==> src/rtl/heightmap_texel_shader_assert.svh <==
// Assertion macros used by the shader back end (hts_back).
`ifndef HEIGHTMAP_TEXEL_SHADER_ASSERT_SVH
`define HEIGHTMAP_TEXEL_SHADER_ASSERT_SVH

// Same-cycle implication.
`define HTS_ASSERT_IMP(lbl, ck, rn, ante, cons) \
    lbl: assert property (@(posedge ck) disable iff (!rn) (ante) |-> (cons)) \
        else $error("shader assertion failed");

// Next-cycle implication.
`define HTS_ASSERT_NXT(lbl, ck, rn, ante, cons) \
    lbl: assert property (@(posedge ck) disable iff (!rn) (ante) |=> (cons)) \
        else $error("shader assertion failed");

`endif

==> src/rtl/hts_pkg.sv <==
`timescale 1ns / 1ps
`default_nettype none

package hts_pkg;

    localparam int CFG_W     = 16;
    localparam int CFG_IDX_W = 3;

    typedef enum logic [CFG_IDX_W-1:0] {
        CFG_CELL_SPACING = 3'd0,
        CFG_HEIGHT_SCALE = 3'd1,
        CFG_LIGHT_X      = 3'd2,
        CFG_LIGHT_Y      = 3'd3,
        CFG_LIGHT_Z      = 3'd4
    } cfg_idx_t;

    typedef struct packed {
        logic [CFG_W-1:0] cell_spacing;
        logic [CFG_W-1:0] height_scale;
        logic [CFG_W-1:0] light_x;
        logic [CFG_W-1:0] light_y;
        logic [CFG_W-1:0] light_z;
    } cfg_t;

    localparam int HEIGHT_W   = 8;
    localparam int BAND_W     = 3;
    localparam int NUM_LIMITS = 5;
    localparam int SCALED_W   = 24;
    localparam logic [BAND_W-1:0] BAND_MAX = 3'd5;

    localparam logic [SCALED_W-1:0] BAND_LIMIT [NUM_LIMITS] = '{
        24'd10880, 24'd21760, 24'd32640, 24'd43520, 24'd54400
    };

    localparam int DELTA_W     = 9;
    localparam int QUEUE_DEPTH = 4;
    localparam int QPTR_W      = 2;
    localparam int QCNT_W      = 3;

    localparam int SQRT_STEPS = 17;
    localparam int D_W        = 34;
    localparam int ROOT_W     = 17;
    localparam int SQREM_W    = 19;
    localparam int NUM_W      = 35;
    localparam int DIV_STEPS  = 16;
    localparam int DVD_W      = 36;
    localparam int DREM_W     = 33;
    localparam int SHADE_W    = 16;
    localparam int TEXEL_W    = 32;

    typedef struct packed {
        logic signed [DELTA_W-1:0] db;
        logic signed [DELTA_W-1:0] dc;
        logic [BAND_W-1:0]         band;
    } q_item_t;

    typedef struct packed {
        logic               v;
        logic [BAND_W-1:0]  band;
        logic               zero;
        logic [NUM_W-1:0]   num;
        logic [D_W-1:0]     d;
        logic [ROOT_W-1:0]  root;
        logic [SQREM_W-1:0] rem;
    } sq_t;

    typedef struct packed {
        logic               v;
        logic [BAND_W-1:0]  band;
        logic               kill;
        logic               sat;
        logic [ROOT_W-1:0]  root;
        logic [DREM_W-1:0]  rmd;
        logic [SHADE_W-1:0] q;
    } dv_t;

    function automatic logic [BAND_W-1:0] band_of(input logic [SCALED_W-1:0] scaled);
        logic [BAND_W-1:0] b;
        b = '0;
        for (int i = 0; i < NUM_LIMITS; i++) begin
            if (scaled >= BAND_LIMIT[i]) begin
                b = BAND_W'(i + 1);
            end
        end
        return b;
    endfunction

    // R, G, B
    function automatic logic [23:0] band_rgb(input logic [BAND_W-1:0] band);
        logic [23:0] c;
        case (band)
            3'd0:    c = {8'd255, 8'd249, 8'd157};
            3'd1:    c = {8'd124, 8'd197, 8'd118};
            3'd2:    c = {8'd0,   8'd166, 8'd81};
            3'd3:    c = {8'd25,  8'd123, 8'd48};
            3'd4:    c = {8'd115, 8'd100, 8'd87};
            default: c = {8'd255, 8'd255, 8'd255};
        endcase
        return c;
    endfunction

    // one digit of the integer square root
    function automatic sq_t sqrt_step(input sq_t s, input int k);
        logic [SQREM_W-1:0] rem_sh;
        logic [SQREM_W-1:0] trial;
        sq_t o;
        o = s;
        rem_sh = {s.rem[SQREM_W-3:0], s.d[D_W-1-2*k -: 2]};
        trial  = {s.root, 2'b01};
        if (rem_sh >= trial) begin
            o.rem  = rem_sh - trial;
            o.root = {s.root[ROOT_W-2:0], 1'b1};
        end else begin
            o.rem  = rem_sh;
            o.root = {s.root[ROOT_W-2:0], 1'b0};
        end
        return o;
    endfunction

    // one quotient bit of the restoring divider
    function automatic dv_t div_step(input dv_t s, input int k);
        logic [DREM_W-1:0] cmp;
        dv_t o;
        o = s;
        cmp = DREM_W'(s.root) << (DIV_STEPS - 1 - k);
        if (s.rmd >= cmp) begin
            o.rmd = s.rmd - cmp;
            o.q[DIV_STEPS-1-k] = 1'b1;
        end
        return o;
    endfunction

endpackage

`default_nettype wire

==> src/rtl/hts_queue.sv <==
`timescale 1ns / 1ps
`default_nettype none

module hts_queue (
    input  wire logic              clk,
    input  wire logic              rst_n,
    input  wire logic              push,
    input  wire hts_pkg::q_item_t  push_item,
    output logic                   full,
    input  wire logic              take,
    output logic                   head_valid,
    output hts_pkg::q_item_t       head_item
);

    hts_pkg::q_item_t              mem_reg [hts_pkg::QUEUE_DEPTH];
    logic [hts_pkg::QPTR_W-1:0]    wr_ptr_reg;
    logic [hts_pkg::QPTR_W-1:0]    rd_ptr_reg;
    logic [hts_pkg::QCNT_W-1:0]    count_reg;
    logic [hts_pkg::QCNT_W-1:0]    count_next;
    logic                          do_push;
    logic                          do_pop;

    assign full       = count_reg == hts_pkg::QCNT_W'(hts_pkg::QUEUE_DEPTH);
    assign head_valid = count_reg != '0;
    assign head_item  = mem_reg[rd_ptr_reg];
    assign do_push    = push && !full;
    assign do_pop     = take && head_valid;

    always_comb
    begin
        count_next = count_reg;
        if (do_push && !do_pop) begin
            count_next = count_reg + 1'b1;
        end else if (do_pop && !do_push) begin
            count_next = count_reg - 1'b1;
        end
    end

    always_ff @(posedge clk or negedge rst_n)
    begin
        if (!rst_n) begin
            wr_ptr_reg <= '0;
            rd_ptr_reg <= '0;
            count_reg  <= '0;
        end else begin
            count_reg <= count_next;
            if (do_push) begin
                wr_ptr_reg <= wr_ptr_reg + 1'b1;
            end
            if (do_pop) begin
                rd_ptr_reg <= rd_ptr_reg + 1'b1;
            end
        end
    end

    always_ff @(posedge clk)
    begin
        if (do_push) begin
            mem_reg[wr_ptr_reg] <= push_item;
        end
    end

endmodule

`default_nettype wire

==> config.mk <==
export PLATFORM = sky130hd
export DESIGN_NAME = hts_queue
export DESIGN_NICKNAME = d
export VERILOG_FILES = /design/src/rtl/heightmap_texel_shader_assert.svh /design/src/rtl/hts_pkg.sv /design/src/rtl/hts_queue.sv
export SDC_FILE = /design/constraint.sdc
export NUM_CORES = 1
export LEC_CHECK = 0
export BUFFER_PORTS_ARGS = -buffer_cell sky130_fd_sc_hd__buf_2
export CORE_UTILIZATION = 55
export DETAILED_ROUTE_END_ITERATION = 6
export MAX_ROUTING_LAYER = met4
export PLACE_DENSITY = 0.81
export RECOVER_POWER = 100
export REMOVE_ABC_BUFFERS = 1
export SYNTH_ARGS = -nofsm -noshare
export SYNTH_HDL_FRONTEND = slang
export SYNTH_SLANG_ARGS = --single-unit
==> constraint.sdc <==
create_clock -name clk -period 2.7 [get_ports clk]
set_input_delay 0.405 -clock clk [delete_from_list [all_inputs] [get_ports clk]]
set_output_delay 0.405 -clock clk [all_outputs]
set_load 0.05 [all_outputs]
==> results.txt <==
design area = 3890 um2
fin. max-slew vios = 0
Hold WC Path Type = primary input to register
Least-Margin Pin Slew = 1.08 ns
WS Path Type = register to register
crit start category = register
busiest grt layer = met2
FF+latch count, synth = 91
relative slew slack = 28.0%
fmax = 0.433 GHz
full die area = 6650 um2
post-detailed-route count of antenna-violating nets = 0
area of the mapped netlist = 3480 um2
Setup Skew = 0.00836 ns
Period minus WS final = 2.31 ns
vias in the first global route = 1,739
Avg Cell Area, Syn = 24.0 um2
WL/cell = 19.8 um
die height = 81.5 um
M1 GR Usage = 21.6%
num ports = 48
Hold Fails Final Rpt = 0
status = finished, final reports clean
Sequential cell area = 2700 um2
crit path DAT = 2.27 ns
DRT iter0 DRCs = 58
Lkg Pwr = 0.00126 uW
NumNets Final = 231
Netlist cell types = 19
clock latency at the later pin of the worst-skew pair = 0.34 ns
detailed placement HPWL = 3.58 mm
main area contributors after synthesis = edfxtp_1 72%, mux4_2 14%, dfrtp_1 5.0%, ha_1 1.8%, buf_6 1.3%
Core Util, Final = 64.6%
CTS HTree Levels = 3
peak supply drop = 743 uV
drt first pass iters = 4
TritonCTS buffer count = 9
DRC violations left = 0
starting density of the core = 57.7%
met3 Use GR = 3.00%
share of layout cells above drive strength 1 = 19.5%
worst-path maximum fanout = 21
gr ovfl total = 0
ANT cells = 0
RSZ-0062 raised after global routing = no
vias post-DR = 1,554
synthesized instance count = 145
critical path required time = 2.66 ns
Vias per Instance = 5.55
DRT Wirelength = 5.54 mm
Setup Viol. Count Final = 0
crit share post-route = 85.5%
largest net degree at the start of global routing = 22
CTS tree = built
Final Wtd Congestion = 0.635
sequential area share after synthesis = 77.5%
reg2reg setup slack = 0.39 ns
minimum hold slack = 0.318 ns
Max Cap Viol = 0
die width = 81.5 um
critical path capture point type = register
Synth top area share = 72.5%
Synthesis Warnings = 0
dominant cell type by area after synthesis = edfxtp_1
Clk Tree Root Cell = clkbuf_8
CTS clk-pin slew, worst paths = 0.08 ns
Clock Sinks = 91
M2 GR Usage = 32.4%
# fillers = 417
Cell Rows = 28
first-pass GRT wire length = 8.54 mm
total track usage = 19.3%
Max clock buf depth = 2
antenna violations before repair = 0
max reg flops = 84
Final TNS setup = 0 ns
PD cells = 1230 nW/um2
placed inst area = 3780 um2
P&R area growth vs syn = 11.9%
area occupied by multi-input gates = 688 um2
IO buf count = 47
core footprint = 6030 um2
==> synthesized netlist by cell type <==
cell / n
edfxtp_1: 84
mux4_2: 21
dfrtp_1: 7
ha_1: 5
and2_2: 4
buf_6: 4
xnor2_1: 4
inv_1: 3
buf_2: 2
xor2_1: 2
fa_1: 1
mux2_2: 1
mux2_4: 1
nand2_1: 1
nand3_1: 1
nor2_1: 1
nor2b_2: 1
nor3b_4: 1
or3_4: 1
==> power by group <==
part | total, uW | internal (uW) | switching [uW] | leakage [uW]
Clock | 853 | 424 | 429 | 0.0000870
Sequential | 2000 | 1890 | 114 | 0.000851
Combinational | 1940 | 574 | 1370 | 0.000325
==> what timing repair did <==
item	in CTS	in global routing
endpoints found under the hold margin	7	0
buffers inserted	0	0
hold buffers	1	0
endpoints found under the setup margin	0	0
resized for setup	0	0
==> final cells by class <==
class / instances / share of cell area, %
Tap cell: 75 / 2.41
Clock buffer: 11 / 3.37
Sequential cell: 91 / 69.3
Inverter: 3 / 0.289
Multi-Input combinational cell: 45 / 17.7
Timing Repair Buffer: 50 / 5.59
Clock inverter: 5 / 1.38
==> cells in the final DEF, fill, tap and decap left out <==
cell           synthesis  final
nor2b_1                0      1
clkbuf_8               0      9
ha_1                   5      5
nand3_1                1      1
buf_4                  0      1
buf_2                  2      3
buf_12                 0      1
edfxtp_1              84     84
dfrtp_1                7      7
mux2_1                 0      1
xor2_1                 2      2
bufinv_16              0      1
nand2_1                1      1
inv_1                  3      3
nor2_1                 1      1
mux2_2                 1      1
clkinv_1               0      1
clkbuf_1               0     46
clkinvlp_4             0      2
mux4_2                21     21
clkinv_2               0      1
dlygate4sd3_1          0      1
xnor2_1                4      4
and2_1                 0      4
or3_1                  0      1
nor3b_1                0      1
fa_1                   1      1
==> worst max-delay path: stages (launching register included) <==
cell and delay, ns:
dfrtp_1 0.41, nor3b_1 0.17, nor2b_1 0.41, and2_1 0.93
==> worst paths after layout <==
| check | from | endpoint | cells after the start |
|---|---|---|---|
| worst max-delay path | count_reg[2] | mem_reg[3][8] | 3 |
| worst min-delay path | push_item[16] | mem_reg[1][16] | 1 |
| worst max register to register | count_reg[2] | mem_reg[3][8] | 3 |
| worst min register to register | rd_ptr_reg[1] | rd_ptr_reg[1] | 1 |
| max in group asynchronous | rst_n | rd_ptr_reg[0] | 2 |
| min in group asynchronous | rst_n | count_reg[2] | 2 |
==> per-layer routing <==
layer | wire length, um | up-vias
li1 | - | 696
met1 | 2140 | 799
met2 | 3070 | 50
met3 | 238 | 9
met4 | 96 | 0
met5 | 0 | -
==> logic make-up after synthesis <==
logic type | share of synthesized area [%]
simple gates | 2.34
buf+inv | 1.91
flops | 77.5
xor+xnor | 1.51
mux | 14.3
fa+ha+maj | 2.37
==> through the flow <==
stage	setup slack, ns	total power [uW]	std cells
2_1_floorplan	0.469	3600	139
3_3_place_gp	0.693	4000	263
3_5_place_dp	0.552	4100	263
4_1_cts	0.468	4950	280
5_1_grt	0.250	5010	280
6_report	0.390	4800	280
(Power assumes the default switching activity.)
