### src/rtl/heightmap_texel_shader_assert.svh
// Assertion macros used by the shader back end (hts_back).
`ifndef HEIGHTMAP_TEXEL_SHADER_ASSERT_SVH
`define HEIGHTMAP_TEXEL_SHADER_ASSERT_SVH

// Same-cycle implication.
`define HTS_ASSERT_IMP(lbl, ck, rn, ante, cons) \
    lbl: assert property (@(posedge ck) disable iff (!rn) (ante) |-> (cons)) \
        else $error("shader assertion failed");

// Next-cycle implication.
`define HTS_ASSERT_NXT(lbl, ck, rn, ante, cons) \
    lbl: assert property (@(posedge ck) disable iff (!rn) (ante) |=> (cons)) \
        else $error("shader assertion failed");

`endif

### src/rtl/hts_pkg.sv
`timescale 1ns / 1ps
`default_nettype none

package hts_pkg;

    localparam int CFG_W     = 16;
    localparam int CFG_IDX_W = 3;

    typedef enum logic [CFG_IDX_W-1:0] {
        CFG_CELL_SPACING = 3'd0,
        CFG_HEIGHT_SCALE = 3'd1,
        CFG_LIGHT_X      = 3'd2,
        CFG_LIGHT_Y      = 3'd3,
        CFG_LIGHT_Z      = 3'd4
    } cfg_idx_t;

    typedef struct packed {
        logic [CFG_W-1:0] cell_spacing;
        logic [CFG_W-1:0] height_scale;
        logic [CFG_W-1:0] light_x;
        logic [CFG_W-1:0] light_y;
        logic [CFG_W-1:0] light_z;
    } cfg_t;

    localparam int HEIGHT_W   = 8;
    localparam int BAND_W     = 3;
    localparam int NUM_LIMITS = 5;
    localparam int SCALED_W   = 24;
    localparam logic [BAND_W-1:0] BAND_MAX = 3'd5;

    localparam logic [SCALED_W-1:0] BAND_LIMIT [NUM_LIMITS] = '{
        24'd10880, 24'd21760, 24'd32640, 24'd43520, 24'd54400
    };

    localparam int DELTA_W     = 9;
    localparam int QUEUE_DEPTH = 4;
    localparam int QPTR_W      = 2;
    localparam int QCNT_W      = 3;

    localparam int SQRT_STEPS = 17;
    localparam int D_W        = 34;
    localparam int ROOT_W     = 17;
    localparam int SQREM_W    = 19;
    localparam int NUM_W      = 35;
    localparam int DIV_STEPS  = 16;
    localparam int DVD_W      = 36;
    localparam int DREM_W     = 33;
    localparam int SHADE_W    = 16;
    localparam int TEXEL_W    = 32;

    typedef struct packed {
        logic signed [DELTA_W-1:0] db;
        logic signed [DELTA_W-1:0] dc;
        logic [BAND_W-1:0]         band;
    } q_item_t;

    typedef struct packed {
        logic               v;
        logic [BAND_W-1:0]  band;
        logic               zero;
        logic [NUM_W-1:0]   num;
        logic [D_W-1:0]     d;
        logic [ROOT_W-1:0]  root;
        logic [SQREM_W-1:0] rem;
    } sq_t;

    typedef struct packed {
        logic               v;
        logic [BAND_W-1:0]  band;
        logic               kill;
        logic               sat;
        logic [ROOT_W-1:0]  root;
        logic [DREM_W-1:0]  rmd;
        logic [SHADE_W-1:0] q;
    } dv_t;

    function automatic logic [BAND_W-1:0] band_of(input logic [SCALED_W-1:0] scaled);
        logic [BAND_W-1:0] b;
        b = '0;
        for (int i = 0; i < NUM_LIMITS; i++) begin
            if (scaled >= BAND_LIMIT[i]) begin
                b = BAND_W'(i + 1);
            end
        end
        return b;
    endfunction

    // R, G, B
    function automatic logic [23:0] band_rgb(input logic [BAND_W-1:0] band);
        logic [23:0] c;
        case (band)
            3'd0:    c = {8'd255, 8'd249, 8'd157};
            3'd1:    c = {8'd124, 8'd197, 8'd118};
            3'd2:    c = {8'd0,   8'd166, 8'd81};
            3'd3:    c = {8'd25,  8'd123, 8'd48};
            3'd4:    c = {8'd115, 8'd100, 8'd87};
            default: c = {8'd255, 8'd255, 8'd255};
        endcase
        return c;
    endfunction

    // one digit of the integer square root
    function automatic sq_t sqrt_step(input sq_t s, input int k);
        logic [SQREM_W-1:0] rem_sh;
        logic [SQREM_W-1:0] trial;
        sq_t o;
        o = s;
        rem_sh = {s.rem[SQREM_W-3:0], s.d[D_W-1-2*k -: 2]};
        trial  = {s.root, 2'b01};
        if (rem_sh >= trial) begin
            o.rem  = rem_sh - trial;
            o.root = {s.root[ROOT_W-2:0], 1'b1};
        end else begin
            o.rem  = rem_sh;
            o.root = {s.root[ROOT_W-2:0], 1'b0};
        end
        return o;
    endfunction

    // one quotient bit of the restoring divider
    function automatic dv_t div_step(input dv_t s, input int k);
        logic [DREM_W-1:0] cmp;
        dv_t o;
        o = s;
        cmp = DREM_W'(s.root) << (DIV_STEPS - 1 - k);
        if (s.rmd >= cmp) begin
            o.rmd = s.rmd - cmp;
            o.q[DIV_STEPS-1-k] = 1'b1;
        end
        return o;
    endfunction

endpackage

`default_nettype wire

### src/rtl/hts_height_if.sv
`timescale 1ns / 1ps
`default_nettype none

interface hts_height_if;
    logic                         valid;
    logic                         ready;
    logic [hts_pkg::HEIGHT_W-1:0] height_here;
    logic [hts_pkg::HEIGHT_W-1:0] height_right;
    logic [hts_pkg::HEIGHT_W-1:0] height_below;

    modport source (output valid, height_here, height_right, height_below, input ready);
    modport sink   (input valid, height_here, height_right, height_below, output ready);
endinterface

`default_nettype wire

### src/rtl/hts_front.sv
`timescale 1ns / 1ps
`default_nettype none

module hts_front (
    input  wire logic             clk,
    input  wire logic             rst_n,
    input  wire hts_pkg::cfg_t    cfg,
    hts_height_if.sink            heights,
    input  wire logic             q_full,
    output logic                  f_valid,
    output hts_pkg::q_item_t      f_item
);

    logic                           f_v_reg;
    logic                           f_v_next;
    hts_pkg::q_item_t               f_item_reg;
    hts_pkg::q_item_t               f_item_next;
    logic [hts_pkg::SCALED_W-1:0]   scaled;
    logic                           xfer;

    assign heights.ready = !f_v_reg || !q_full;
    assign xfer          = heights.valid && heights.ready;
    assign f_valid       = f_v_reg;
    assign f_item        = f_item_reg;

    always_comb
    begin
        scaled = hts_pkg::SCALED_W'(heights.height_here)
               * hts_pkg::SCALED_W'(cfg.height_scale);
        f_item_next.band = hts_pkg::band_of(scaled);
        f_item_next.db   = $signed({1'b0, heights.height_right})
                         - $signed({1'b0, heights.height_here});
        f_item_next.dc   = $signed({1'b0, heights.height_below})
                         - $signed({1'b0, heights.height_here});
        if (xfer) begin
            f_v_next = 1'b1;
        end else if (!q_full) begin
            f_v_next = 1'b0;
        end else begin
            f_v_next = f_v_reg;
        end
    end

    always_ff @(posedge clk or negedge rst_n)
    begin
        if (!rst_n) begin
            f_v_reg <= 1'b0;
        end else begin
            f_v_reg <= f_v_next;
        end
    end

    always_ff @(posedge clk)
    begin
        if (xfer) begin
            f_item_reg <= f_item_next;
        end
    end

endmodule

`default_nettype wire

### src/flat_wrapper.sv
// flat-port wrapper written by rule: the top's interface ports become plain ports
module hts_front_flat 
  (clk, rst_n, cfg, q_full, f_valid, f_item, heights_valid, heights_height_here, heights_height_right, heights_height_below, heights_ready);
  hts_height_if heights_i ();
  input  wire logic clk;
  input  wire logic rst_n;
  input  wire hts_pkg::cfg_t cfg;
  input  wire logic q_full;
  output logic f_valid;
  output hts_pkg::q_item_t f_item;
  input wire logic [$bits(heights_i.valid)-1:0] heights_valid;
  input wire logic [$bits(heights_i.height_here)-1:0] heights_height_here;
  input wire logic [$bits(heights_i.height_right)-1:0] heights_height_right;
  input wire logic [$bits(heights_i.height_below)-1:0] heights_height_below;
  output wire logic [$bits(heights_i.ready)-1:0] heights_ready;
  assign heights_i.valid = heights_valid;
  assign heights_i.height_here = heights_height_here;
  assign heights_i.height_right = heights_height_right;
  assign heights_i.height_below = heights_height_below;
  assign heights_ready = heights_i.ready;
  hts_front u_core (.clk(clk), .rst_n(rst_n), .cfg(cfg), .heights(heights_i), .q_full(q_full), .f_valid(f_valid), .f_item(f_item));
endmodule
### config.mk
export PLATFORM = sky130hd
export DESIGN_NAME = hts_front_flat
export DESIGN_NICKNAME = d
export VERILOG_FILES = /design/src/rtl/heightmap_texel_shader_assert.svh /design/src/rtl/hts_pkg.sv /design/src/rtl/hts_height_if.sv /design/src/rtl/hts_front.sv /design/src/flat_wrapper.sv
export SDC_FILE = /design/constraint.sdc
export NUM_CORES = 1
export LEC_CHECK = 0
export BUFFER_PORTS_ARGS = -buffer_cell sky130_fd_sc_hd__buf_2
export CORE_ASPECT_RATIO = 1.2
export CORE_MARGIN = 8
export CORE_UTILIZATION = 60
export DETAILED_ROUTE_END_ITERATION = 6
export PLACE_DENSITY = 0.9
export SKIP_LAST_GASP = 1
export SLEW_MARGIN = 20
export SYNTH_ARGS = -nofsm -noshare
export SYNTH_HDL_FRONTEND = slang
export SYNTH_SLANG_ARGS = --single-unit
### constraint.sdc
create_clock -name clk -period 2.1 [get_ports clk]
set_input_delay 0.315 -clock clk [delete_from_list [all_inputs] [get_ports clk]]
set_output_delay 0.315 -clock clk [all_outputs]
set_load 0.05 [all_outputs]
==> metrics.txt <==
Levels on crit path=20; Util after Layout=0.812; Post-Place Cell Area=7010 um^2; WS Path Type=input pin to flop; fmax=0.198 GHz; Reg power frac=0.043; CTS Root Cell=clkbuf_16; dominant synthesized flop cell=edfxtp_1; # setup viols final=5; CP Data Arrival Time=~5.2 ns; Gate Count Post-Synth=634; cell area after layout=between 7000 and 8000 um^2; Crit Reg-Reg Startpoint=u_core.f_valid$_DFFE_PN0P_; r2r endpoint=u_core.f_item[13]$_DFFE_PP_; internal reg-to-reg setup slack=0.83 ns; slowest CP cell=fa_1; share of synthesized registers carrying an async set or reset=0.0455; mapped cell area=5780 um^2; grt ovf=0; area share of the largest cell type after synthesis=0.298; Critical Path RT=about 2.3 ns; Period minus WS final=about 5.0 ns; Hold Violations, Final=0; critical path endpoint category=flop; part of the power in combinational logic=0.910; vias in the first global route=around 6k; max-slew violations=0; MaxCap Viol Count=0; peak per-stage delay on the critical path=0.59 ns; most instantiated cells after synthesis=122 x inv_1, 110 x and2_1, 86 x fa_1, 60 x ha_1, 36 x nand2_1; vias per cell=6.30; Unique masters post-synth=between 60 and 70; max FFs per register=21; NetSw=around 6.4 mW; die area=13,100 um^2; Synthesis Warnings=0; clock sink total=22; Die X=106 um; Worst-Margin Slew=approximately 0.55 ns; Tot GR Track Use=0.285; Buf+Inv Stages, Crit Path=6; Die H=between 100 and 150 um; most used cell, CP=fa_1; Crit Path Max Fanout=8; WL per Instance=22.9 um; Min-Delay Path Class=input pin to flop; TritonCTS Buffers=3; CTS tree=done; DP HPWL=around 13,000 um; sequential share of the synthesized area=0.113; dpl ws=-3.16 ns; # IOs=around 130; TritonRoute pass-1 iters=6; Seq cells post-synth=22; leakage=3.87 nW; # diodes=0; most common cell in the netlist=inv_1; worst setup margin=-2.94 ns; post-synth top area cell=fa_1; Critical Path Source Type=input pin; Vias=5,845; part of the cycle the worst path needs=2.40; Min Hold Slack=0.230 ns; global-route wire length before repair=approximately 30,000 um; Pwr Density=around 1700 nW/um^2; number of enable flip-flop cells after synthesis=21; Mapped Nets=~890; Setup Skew=between 0.007 and 0.008 ns; core area=9470 um^2; RSZ-0062 raised after global routing=yes; row cnt=39; CP Launch Point=heights_height_here[2]; RD Place Congestion=0.882; DR DRC count=0; Area contributors post-synth=fa_1 30%, ha_1 13%, and2_1 12%; synthesized area per cell=9.12 um^2; largest net degree at the start of global routing=22; failing checks=setup timing; reg2reg path depth=3; initial antenna violation count=0; number of nets in the layout=1,060; fraction of layout cells with a size suffix above 1=0.340; switch share=0.506; H-tree levels=1; Clock Tree Buf Depth=2; Initial Util=0.611; clock latency at the later pin of the worst-skew pair=approximately 0.29 ns; Syn-to-layout area delta=32.9%; Initial DRC Count=584; clock group share of total power=0.047; outcome=finished with violations; Routed WL=about 21,000 um; worst-path cell chain=buf_12 > buf_6 > and2_4 > fa_1 > fa_1 > fa_1 > inv_1 > fa_1 > inv_2 > ha_4 > a21o_1 > a31oi_4 > o2111a_2 > buf_6 > o21bai_4 > buf_6 > a21oi_4 > o221ai_2 > a2111oi_4 > and3b_1; critical path endpoint=u_core.f_item[1]$_SDFFCE_PP0P_; Slew headroom=0.628; IO buf count=66; Setup TNS=-8.74 ns; antenna-violating nets left=0; Internal=6.30 mW; maximum vdd ir drop=1.32 mV; Worst-path clk slew=0.07 ns; Top delay family on crit path=adder cells
cell usage in the layout, fill, tap and decap left out, types with 3 or more instances in the layout:
master,count
clkbuf_16,3
inv_1,115
ha_4,10
inv_2,7
buf_6,17
a21oi_1,17
xor2_1,7
buf_2,50
fa_2,5
nor2_1,16
edfxtp_1,21
nand2_1,34
nor2_2,3
and2_4,18
a21oi_2,4
and2_1,92
nand2b_1,6
nand4_1,4
o21a_1,6
fa_1,81
o211ai_1,3
a211o_1,3
a21o_1,15
o21ai_0,8
nor2b_1,6
buf_4,108
xnor2_1,7
a31oi_1,3
ha_1,48
and3_1,3
or2_2,3
o21ai_2,4
nand3_1,4
nor3_1,7
per-stage QoR:
step	total power, mW	std cells
2_1_floorplan	6.93	634
4_1_cts	10.8	912
6_report	12.7	928
3_3_place_gp	8.97	902
3_5_place_dp	9.55	902
5_1_grt	13.5	928
cell type report:
type                            instances  area [um^2]
Clock buffer                            3         75.1
Sequential cell                        22          656
Clock inverter                          1         30.0
Tap cell                              123          154
Fill cell                             474         1780
Multi-Input combinational cell        477         5000
Inverter                              122          458
Timing Repair Buffer                  180         1320
routing by layer:
| layer | share of wire | track usage | up-vias |
|---|---|---|---|
| met3 | 0.084 | 0.0521 | 191 |
| li1 | - | - | 2386 |
| met2 | 0.50 | 0.523 | 471 |
| met1 | 0.32 | 0.275 | 2797 |
| met4 | 0.094 | 0.236 | 0 |
| met5 | 0 | 0 | - |
power groups by stage:
stage / registers [mW] / logic [mW] / clock network (mW)
2_1_floorplan: 0.698 / 6.23 / 0
3_3_place_gp: 0.557 / 8.41 / 0
4_1_cts: 0.549 / 9.70 / 0.585
6_report: 0.551 / 11.6 / 0.599
3_5_place_dp: 0.558 / 8.99 / 0
5_1_grt: 0.555 / 12.3 / 0.614
timing repair:
| item | CTS | global route |
|---|---|---|
| hold buffers | 1 | 0 |
| buffers inserted | 5 | 16 |
| pin swaps | 28 | 51 |
| setup endpoints to repair | 8 | 8 |
| resized for setup | 57 | 45 |
| endpoints found under the hold margin | 1 | 0 |
how the worst min path moves through the flow:
stage	startpoint	to	slack, ns	cells after the start
final	heights_valid	u_core.f_valid$_DFFE_PN0P_	0.23	2
after global routing	heights_valid	u_core.f_valid$_DFFE_PN0P_	0.26	2
after CTS	heights_valid	u_core.f_valid$_DFFE_PN0P_	0.24	2
after detailed placement	rst_n	u_core.f_valid$_DFFE_PN0P_	0.09	1
after global placement	rst_n	u_core.f_valid$_DFFE_PN0P_	0.09	1
after floorplan	rst_n	u_core.f_valid$_DFFE_PN0P_	0.02	0
cell families (layout without fill, tap and decap cells):
family,count (synthesis),count (layout),share of synthesized area
flip-flops,22,22,0.113
multiplexers,2,2,0.00368
AND/OR/NAND/NOR,212,212,0.207
adder cells (fa/ha/maj),146,146,0.427
AO/OA/AOI/OAI,100,100,0.129
XOR/XNOR,17,17,0.0257
buffers and inverters,135,306,0.0939
No activity file was read; power rests on OpenSTA's default activity.
